### src/hw/rtl/tmcw_pkg.sv
`default_nettype none

package tmcw_pkg;

    localparam int CHAR_W   = 8;
    localparam int ATTR_W   = 8;
    localparam int COLOR_W  = 4;
    localparam int CELL_W   = CHAR_W + ATTR_W;
    localparam int OFFSET_W = 12;
    localparam int CFG_IDX_W = 1;

    localparam logic [1:0] OP_PUT   = 2'd0;
    localparam logic [1:0] OP_SET   = 2'd1;
    localparam logic [1:0] OP_CLEAR = 2'd2;
    localparam logic [1:0] OP_READ  = 2'd3;

    localparam logic [CHAR_W-1:0] CODE_TAB   = 8'h09;
    localparam logic [CHAR_W-1:0] CODE_LF    = 8'h0A;
    localparam logic [CHAR_W-1:0] CODE_CR    = 8'h0D;
    localparam logic [CHAR_W-1:0] CODE_SPACE = 8'h20;
    localparam logic [CHAR_W-1:0] CODE_NULL  = 8'h00;

    localparam logic [CFG_IDX_W-1:0] REG_FOREGROUND = 1'b0;
    localparam logic [CFG_IDX_W-1:0] REG_BACKGROUND = 1'b1;

    localparam logic [COLOR_W-1:0] FOREGROUND_RESET = 4'd15;
    localparam logic [COLOR_W-1:0] BACKGROUND_RESET = 4'd0;

    typedef struct packed {
        logic [1:0]        operation;
        logic [CHAR_W-1:0] character;
        logic [7:0]        column;
        logic [6:0]        row;
    } tmcw_in_t;

    typedef struct packed {
        logic [CELL_W-1:0]   cell_word;
        logic [OFFSET_W-1:0] cursor_offset;
        logic                rejected;
        logic                scrolled;
    } tmcw_out_t;

    typedef enum logic [3:0] {
        ST_IDLE,
        ST_DISPATCH,
        ST_SCROLL_COPY,
        ST_SCROLL_DRAIN,
        ST_SCROLL_FILL,
        ST_PUT,
        ST_CLEAR,
        ST_READ,
        ST_DONE
    } tmcw_state_t;

    typedef struct packed {
        logic load;
        logic sweep_clear;
        logic do_set;
        logic read_issue;
        logic read_capture;
        logic copy_step;
        logic fill_start;
        logic fill_step;
        logic scroll_finish;
        logic clear_step;
        logic put_exec;
        logic out_load;
    } tmcw_cmd_t;

    typedef struct packed {
        logic [1:0] op;
        logic       in_range;
        logic       past_end;
        logic       copy_last;
        logic       sweep_last;
        logic       out_blocked;
    } tmcw_status_t;

    // tab advance per column: 1 to tab_width positions to the next stop
    function automatic logic [255:0][4:0] tab_advance_table(input int tab_width);
        logic [255:0][4:0] t;
        int r;
        r = 0;
        for (int i = 0; i < 256; i++)
        begin
            t[i] = 5'(tab_width - r);
            r = (r + 1 == tab_width) ? 0 : r + 1;
        end
        return t;
    endfunction

endpackage

`default_nettype wire

### src/hw/rtl/tmcw_ctrl.sv
`default_nettype none

module tmcw_ctrl (
    input  wire logic                   clk,
    input  wire logic                   rst_n,
    input  wire logic                   in_valid,
    output logic                        in_stall,
    input  wire tmcw_pkg::tmcw_status_t status,
    output tmcw_pkg::tmcw_cmd_t         cmd
);

    tmcw_pkg::tmcw_state_t state_reg;
    tmcw_pkg::tmcw_state_t state_next;

    always_ff @(posedge clk or negedge rst_n)
    begin
        if (!rst_n)
        begin
            state_reg <= tmcw_pkg::ST_IDLE;
        end
        else
        begin
            state_reg <= state_next;
        end
    end

    always_comb
    begin
        state_next = state_reg;
        case (state_reg)
            tmcw_pkg::ST_IDLE:
            begin
                if (in_valid)
                begin
                    state_next = tmcw_pkg::ST_DISPATCH;
                end
            end
            tmcw_pkg::ST_DISPATCH:
            begin
                case (status.op)
                    tmcw_pkg::OP_PUT:
                    begin
                        state_next = status.past_end ? tmcw_pkg::ST_SCROLL_COPY
                                                     : tmcw_pkg::ST_PUT;
                    end
                    tmcw_pkg::OP_SET:   state_next = tmcw_pkg::ST_DONE;
                    tmcw_pkg::OP_CLEAR: state_next = tmcw_pkg::ST_CLEAR;
                    tmcw_pkg::OP_READ:
                    begin
                        state_next = status.in_range ? tmcw_pkg::ST_READ
                                                     : tmcw_pkg::ST_DONE;
                    end
                    default:            state_next = tmcw_pkg::ST_DONE;
                endcase
            end
            tmcw_pkg::ST_SCROLL_COPY:
            begin
                if (status.copy_last)
                begin
                    state_next = tmcw_pkg::ST_SCROLL_DRAIN;
                end
            end
            tmcw_pkg::ST_SCROLL_DRAIN:
            begin
                state_next = tmcw_pkg::ST_SCROLL_FILL;
            end
            tmcw_pkg::ST_SCROLL_FILL:
            begin
                if (status.sweep_last)
                begin
                    state_next = tmcw_pkg::ST_PUT;
                end
            end
            tmcw_pkg::ST_PUT:   state_next = tmcw_pkg::ST_DONE;
            tmcw_pkg::ST_CLEAR:
            begin
                if (status.sweep_last)
                begin
                    state_next = tmcw_pkg::ST_DONE;
                end
            end
            tmcw_pkg::ST_READ:  state_next = tmcw_pkg::ST_DONE;
            tmcw_pkg::ST_DONE:
            begin
                if (!status.out_blocked)
                begin
                    state_next = tmcw_pkg::ST_IDLE;
                end
            end
            default:            state_next = tmcw_pkg::ST_IDLE;
        endcase
    end

    always_comb
    begin
        cmd      = '0;
        in_stall = 1'b1;
        case (state_reg)
            tmcw_pkg::ST_IDLE:
            begin
                in_stall = 1'b0;
                cmd.load = in_valid;
            end
            tmcw_pkg::ST_DISPATCH:
            begin
                cmd.sweep_clear = 1'b1;
                cmd.do_set      = (status.op == tmcw_pkg::OP_SET);
                cmd.read_issue  = (status.op == tmcw_pkg::OP_READ);
            end
            tmcw_pkg::ST_SCROLL_COPY:  cmd.copy_step = 1'b1;
            tmcw_pkg::ST_SCROLL_DRAIN: cmd.fill_start = 1'b1;
            tmcw_pkg::ST_SCROLL_FILL:
            begin
                cmd.fill_step     = 1'b1;
                cmd.scroll_finish = status.sweep_last;
            end
            tmcw_pkg::ST_PUT:          cmd.put_exec = 1'b1;
            tmcw_pkg::ST_CLEAR:        cmd.clear_step = 1'b1;
            tmcw_pkg::ST_READ:         cmd.read_capture = 1'b1;
            tmcw_pkg::ST_DONE:         cmd.out_load = !status.out_blocked;
            default:
            begin
                cmd = '0;
            end
        endcase
    end

endmodule

`default_nettype wire

### config.mk
export PLATFORM = sky130hd
export DESIGN_NAME = tmcw_ctrl
export DESIGN_NICKNAME = d
export VERILOG_FILES = /design/src/hw/rtl/tmcw_pkg.sv /design/src/hw/rtl/tmcw_ctrl.sv
export SDC_FILE = /design/constraint.sdc
export NUM_CORES = 1
export LEC_CHECK = 0
export BUFFER_PORTS_ARGS = -buffer_cell sky130_fd_sc_hd__clkbuf_2
export CORE_AREA = 2 2 39 41
export DETAILED_ROUTE_END_ITERATION = 10
export DIE_AREA = 0 0 41 43
export GPL_ROUTABILITY_DRIVEN = 0
export GPL_TIMING_DRIVEN = 0
export HOLD_SLACK_MARGIN = 0.03
export SLEW_MARGIN = 20
export SYNTH_ARGS = -nofsm -noshare
export SYNTH_HDL_FRONTEND = slang
export SYNTH_SLANG_ARGS = --single-unit
### constraint.sdc
create_clock -name clk -period 1.44 [get_ports clk]
set_clock_uncertainty 0.05 [all_clocks]
set_input_delay 0.216 -clock clk [delete_from_list [all_inputs] [get_ports clk]]
set_output_delay 0.216 -clock clk [all_outputs]
set_load 0.005 [all_outputs]
==> results of run 1 <==
## cells by family after synthesis
kind of cell    after synthesis  share of synthesized area (%)
simple gates                 29                          38.37
buf+inv                       6                          6.919
flops                         4                          25.16
compound gates               13                          27.05
mux                           1                          2.516
## layout make-up
type / instances / area (sq um)
Fill cell: 133 / 603.1
Inverter: 2 / 7.507
Buffer: 4 / 45.04
Timing Repair Buffer: 37 / 235.2
Clock buffer: 3 / 22.52
Sequential cell: 4 / 101.3
Tap cell: 16 / 20.02
Multi-Input combinational cell: 43 / 349.1
## power breakdown
group | switching (mW) | internal [mW] | leakage [nW]
registers | 0.0619 | 0.170 | 0.0503
logic | 0.606 | 0.736 | 0.318
clock network | 0.0442 | 0.0931 | 0.0138
## layout by cell type, fill, tap and decap left out, types with 2 or more instances in the layout
master / n
dfrtp_1: 3
buf_2: 6
inv_1: 2
nor3_4: 2
clkbuf_4: 3
clkbuf_2: 15
nor2_1: 7
nand2b_1: 2
buf_6: 6
nand2_1: 6
buf_4: 13
## routing by layer
metal / wire length (microns) / share of wire (%) / up-vias / GRT usage, %
met1: 601 / 44 / 238 / 21.20
met3: 52 / 3.8 / 0 / 0
met2: 702 / 52 / 12 / 25.94
li1: - / - / 275 / -
met4: 0 / 0 / 0 / 5.333
met5: 0 / 0 / - / 0
## per-stage QoR
step                util, %  instance area (sq um)  hold WS (ps)  cells  TNS [ps]
floorplan                 -                  397.9        -129.6     53         0
global placement      38.16                  528.0        -29.17     91    -235.0
detailed placement    38.16                  528.0        -24.99     91    -359.8
CTS                   49.91                  690.7         205.7    103     -1313
global route          56.42                  780.7         222.3    109     -2742
finish                56.42                  780.7         206.8    109     -1575
## cells in the mapped netlist (all sizes together) (2+ instances only)
cell type / count
inv: 2
nor2: 9
dfrtp: 4
nand2b: 3
nor3: 4
nand2: 6
or3b: 2
buf: 4
## critical path, delay by kind of cell (launching register included)
kind	cells	cell delay, ps
DFF	1	390
buffers and inverters	2	250
and+or+nand+nor	2	500
## worst paths after layout
path | from | endpoint
max | state_reg[2] | cmd[8]
max reg2reg | state_reg[1] | state_reg[2]
min | status[0] | state_reg[3]
min reg2reg | state_reg[3] | state_reg[0]
min in group asynchronous | rst_n | state_reg[0]
max in group asynchronous | rst_n | state_reg[1]
## what timing repair did
item / CTS / global route
setup buffers: 8 / 7
pin swaps: 7 / 8
hold buffers: 1 / 0
endpoints found under the setup margin: 15 / 17
endpoints found under the hold margin: 4 / 0
gates resized for setup: 19 / 16
==> summary.md, run 1 <==
| Metric | Value |
|---|---|
| Outcome | complete, but fails checks |
| Failing checks | negative setup slack |
| Setup violators final | 17 |
| Post-synth EDFFs | 0 |
| Worst r2r path cells | 5 |
| Global-route wire length before repair | about 2000 microns |
| CP max-delay cell | dfrtp_1 |
| Layout cells sized above 1 | between 60 and 70% |
| Core Area | between 1000 and 1500 sq um |
| PwrDens | 2192 nW/um^2 |
| Leak pwr | 0.3817 nW |
| Max Cap Viol | 0 |
| Die area | around 1800 sq um |
| First-pass DRT Iterations | 4 |
| Sequential area share after synthesis | about 25% |
| Critical Path AT | around 1400 ps |
| Slew @ Worst Pin | 359.1 ps |
| Worst vdd ir | around 0.77 mV |
| Initial antenna violation count | 0 |
| Hpwl dp | between 800 and 900 microns |
| Syn avg cell area | approximately 7.5 sq um |
| DRC violations left | 0 |
| CTS Buf Count | 3 |
| CTS H-tree lvls | 1 |
| Clk sinks | 4 |
| Vias in the first global route | 486 |
| Cell taking the most area after synthesis | dfrtp_1 |
| Setup WS pre-CTS | -139.3 ps |
| Hold Crit Depth | 3 |
| Hold WC Path Type | in2reg |
| Max reg flops | 4 |
| Syn Inst Count | 53 |
| Async S/R FF share, synth | 100.0% |
| Initial DRC count | 7 |
| Tcrit/Tclk final | 114.0% |
| DIE WIDTH | about 41 microns |
| Max-slew headroom | between 70% and 80% |
| Synth area leaders | dfrtp_1, nor2_1, nand2_1 |
| Synth top area share | between 20% and 30% |
| TritonCTS clock tree | yes |
| Worst-path maximum fanout | 6 |
| Wirelength per Cell | around 12 microns |
| Final hold vios | 0 |
| Unrepaired setup endpoints after global routing | yes |
| Reg2Reg Setup Slack | -110 ps |
| Die Y | around 43 microns |
| Clock Tree Root | clkbuf_4 |
| Clk buf depth | 2 |
| ANT cells | 0 |
| Clock Latency Late Sink | 230 ps |
| FMAX | slightly above 600 MHz |
| Tmin final | 1641 ps |
| Count of buffers from port buffering | 22 |
| Routed vias/inst | between 4 and 5 |
| Io pins | 23 |
| Final WS setup | -201.0 ps |
| Worst Path Required | between 1000 and 1500 ps |
| Largest net degree at the start of global routing | 11 |
| Max Slew Vio Count | 0 |
| Synth Net Count | 63 |
| Gr ovfl total | 0 |
| Std-Cell Rows | 14 |
| GRT Overall Usage | between 10% and 20% |
| Synthesized flop and latch total | 4 |
| Initial core utilization | 28.75% |
| CP cell instances | buf_6 > nor4b_4 > and3_1 > clkbuf_2 |
| Antenna Nets Post-Route | 0 |
| Power, Total | approximately 1.7 mW |
| Total Routed Length | 1355 microns |
| CTS clk-pin slew, worst paths | roughly 40 ps |
| CP max stage delay | 390 ps |
| Area Overhead vs Synth | 96.23% |
| Via count | about 530 |
| Setup crit start kind | register |
| Mapped Area | about 400 sq um |
| Nets@finish | 105 |
| Number of library cell types mapped by synthesis | 28 |
| Syn. warnings | 0 |
| Dominant synthesized flop cell | dfrtp_1 |
| CP Capture Type | output port |
| WS Path Type | reg2out |
Power figures use the tool's default switching activity.
==> run 2, diff against run 1 <==
--- a/config.mk
+++ b/config.mk
@@ -12,7 +12,8 @@
 export GPL_ROUTABILITY_DRIVEN = 0
 export GPL_TIMING_DRIVEN = 0
 export HOLD_SLACK_MARGIN = 0.03
-export SLEW_MARGIN = 20
+export PLACE_DENSITY = 0.58
+export SLEW_MARGIN = 0
 export SYNTH_ARGS = -nofsm -noshare
 export SYNTH_HDL_FRONTEND = slang
 export SYNTH_SLANG_ARGS = --single-unit
==> run 2 against run 1 <==
The run still ends with negative setup slack left. Utilization down 4.9 points. Die area unchanged. Sequential share of layout area is 1.4 points higher. Maximum frequency grew 2.8%. First-iteration DRC count is 57% higher. Combinational power is 16% lower. Largest power group unchanged. Critical endpoint is now cmd[3].
==> summary.md, run 2 (synthesis results as in run 1) <==
| Metric | Value |
|---|---|
| Outcome | complete, but fails checks (unchanged) |
| Failing checks | negative setup slack (unchanged) |
| CTS H-tree lvls | 1 (unchanged) |
| Unrepaired setup endpoints after global routing | yes (unchanged) |
| Max-slew headroom | 79.31% (was 76.00%) |
| GRT Overall Usage | 16.67% (was 15.78%) |
| Hold WC Path Type | in2reg (unchanged) |
| CTS clk-pin slew, worst paths | 40 ps (about the same) |
| First-pass DRT Iterations | 4 (unchanged) |
| Setup crit start kind | register (unchanged) |
| Die Y | 43 microns (unchanged) |
| Max reg flops | 4 (unchanged) |
| Setup violators final | 13 (was 17) |
| Clock Tree Root | clkbuf_4 (unchanged) |
| ANT cells | 0 (unchanged) |
| DIE WIDTH | 41 microns (unchanged) |
| Clock Latency Late Sink | 240 ps (was 230 ps) |
| CP Capture Type | output port (unchanged) |
| Via count | 536 (was 525) |
| Initial antenna violation count | 0 (unchanged) |
| Count of buffers from port buffering | 22 (unchanged) |
| Std-Cell Rows | 14 (unchanged) |
| Final hold vios | 0 (unchanged) |
| Wirelength per Cell | 12.73 microns (was 12.43 microns) |
| Max Cap Viol | 0 (unchanged) |
| Antenna Nets Post-Route | 0 (unchanged) |
| Final WS setup | -156.4 ps (was -201.0 ps) |
| CTS Buf Count | 3 (unchanged) |
| Core Area | 1384 sq um (unchanged) |
| PwrDens | 2120 nW/um^2 (was 2192 nW/um^2) |
| Layout Utilization | 51.54% (was 56.42%) |
| Nets@finish | 99 (was 105) |
| Worst Path Required | 1170 ps (about the same) |
| Initial core utilization | 28.75% (unchanged) |
| Io pins | 23 (unchanged) |
| Total Routed Length | 1311 microns (was 1355 microns) |
| Largest net degree at the start of global routing | 11 (unchanged) |
| Vias in the first global route | 473 (was 486) |
| Clk buf depth | 2 (unchanged) |
| TritonCTS clock tree | yes (unchanged) |
| Routed vias/inst | 5.204 (was 4.817) |
| Gr ovfl total | 0 (unchanged) |
| Critical Path AT | 1330 ps (was 1370 ps) |
| Fill count | 128 (was 133) |
| Hpwl dp | 865.6 microns (was 842.1 microns) |
| Worst vdd ir | 0.7810 mV (was 0.7715 mV) |
| Layout cells sized above 1 | 58.62% (was 62.37%) |
| Area Overhead vs Synth | 79.25% (was 96.23%) |
| DRC violations left | 0 (unchanged) |
| Tmin final | 1596 ps (was 1641 ps) |
| Worst-path maximum fanout | 10 (was 6) |
| Clk sinks | 4 (unchanged) |
| Leak pwr | 0.3413 nW (was 0.3817 nW) |
| Global-route wire length before repair | 2028 microns (was 2021 microns) |
| Tcrit/Tclk final | 110.9% (was 114.0%) |
| Commonest non-fill, non-tap cells in the layout | clkbuf_2, buf_4, nor2_1, nand2_1, clkbuf_4 (was clkbuf_2, buf_4, nor2_1) |
| FMAX | 626.4 MHz (was 609.4 MHz) |
| Slew @ Worst Pin | 309.5 ps (was 359.1 ps) |
| WS Path Type | reg2out (unchanged) |
| Setup WS pre-CTS | -155.3 ps (was -139.3 ps) |
| Most common cell after layout, fill and taps aside | clkbuf_2 (unchanged) |
| Max Slew Vio Count | 0 (unchanged) |
| Die area | 1763 sq um (unchanged) |
| Initial DRC count | 11 (was 7) |
-- run 2: cell count changes in the layout (fill, tap and decap cells not counted), moves of 2 or more --
cell	delta
clkbuf_2	+4
buf_4	-2
buf_2	-4
buf_6	-4
-- run 2: path summary, 6_finish.rpt --
kind,endpoint,slack (ps),start,depth (start not counted)
setup reg to reg,state_reg[1],-30,state_reg[2],4
hold / removal,state_reg[3],190,status[0],3
hold reg to reg,state_reg[3],730,state_reg[1],4
min in group asynchronous,state_reg[2],270,rst_n,2
setup / recovery,cmd[3],-160,state_reg[1],4
max in group asynchronous,state_reg[3],930,rst_n,2
-- run 2: layer usage --
metal  vias up  GRT usage (%)  part of all wire (%)
li1        260              -                     -
met1       247          21.86                    41
met2        27          25.00                    51
met3         2          3.141                   7.1
met4         0          8.000                   1.1
met5         -              0                     0
-- run 2: where the power goes --
group / internal [mW] / switching, mW / leakage, nW
Sequential: 0.173 / 0.0704 / 0.0488
Clock: 0.0935 / 0.0505 / 0.0138
Combinational: 0.584 / 0.540 / 0.279
Total: 0.851 / 0.661 / 0.341
-- run 2: timing repair --
item                                    4_1_cts  5_1_grt
hold buffers                                  1        0
pin swaps                                     6        6
gates resized for setup                      14       13
endpoints found under the hold margin         4        0
endpoints found under the setup margin       14       17
buffers inserted                              7        2
-- run 2: final cells by class --
type / instances / area [sq um] / share of cell area, %
Buffer: 3 / 26.28 / 3.684
Clock buffer: 3 / 22.52 / 3.158
Inverter: 2 / 7.507 / 1.053
Multi-Input combinational cell: 43 / 340.3 / 47.72
Sequential cell: 4 / 102.6 / 14.39
Tap cell: 16 / 20.02 / 2.807
Timing Repair Buffer: 32 / 193.9 / 27.19
-- run 2: metrics by stage --
step                      power (mW)  hold WS, ps  instance area [sq um]  cells  TNS, ps
final                          1.512        188.8                  713.2    103    -1083
after global routing           1.625        193.8                  713.2    103    -2082
after CTS                      1.340        194.1                  663.1    102    -1162
after detailed placement      0.9019       -20.96                  528.0     91   -395.3
after global placement        0.8972       -25.21                  528.0     91   -251.1
after floorplan               0.6814       -129.6                  397.9     53        0
-- run 2: critical path: stages (launching register included) --
cell and delay [ps]:
dfrtp_2 450, buf_4 200, nor3_4 190, and2_1 140, clkbuf_2 100
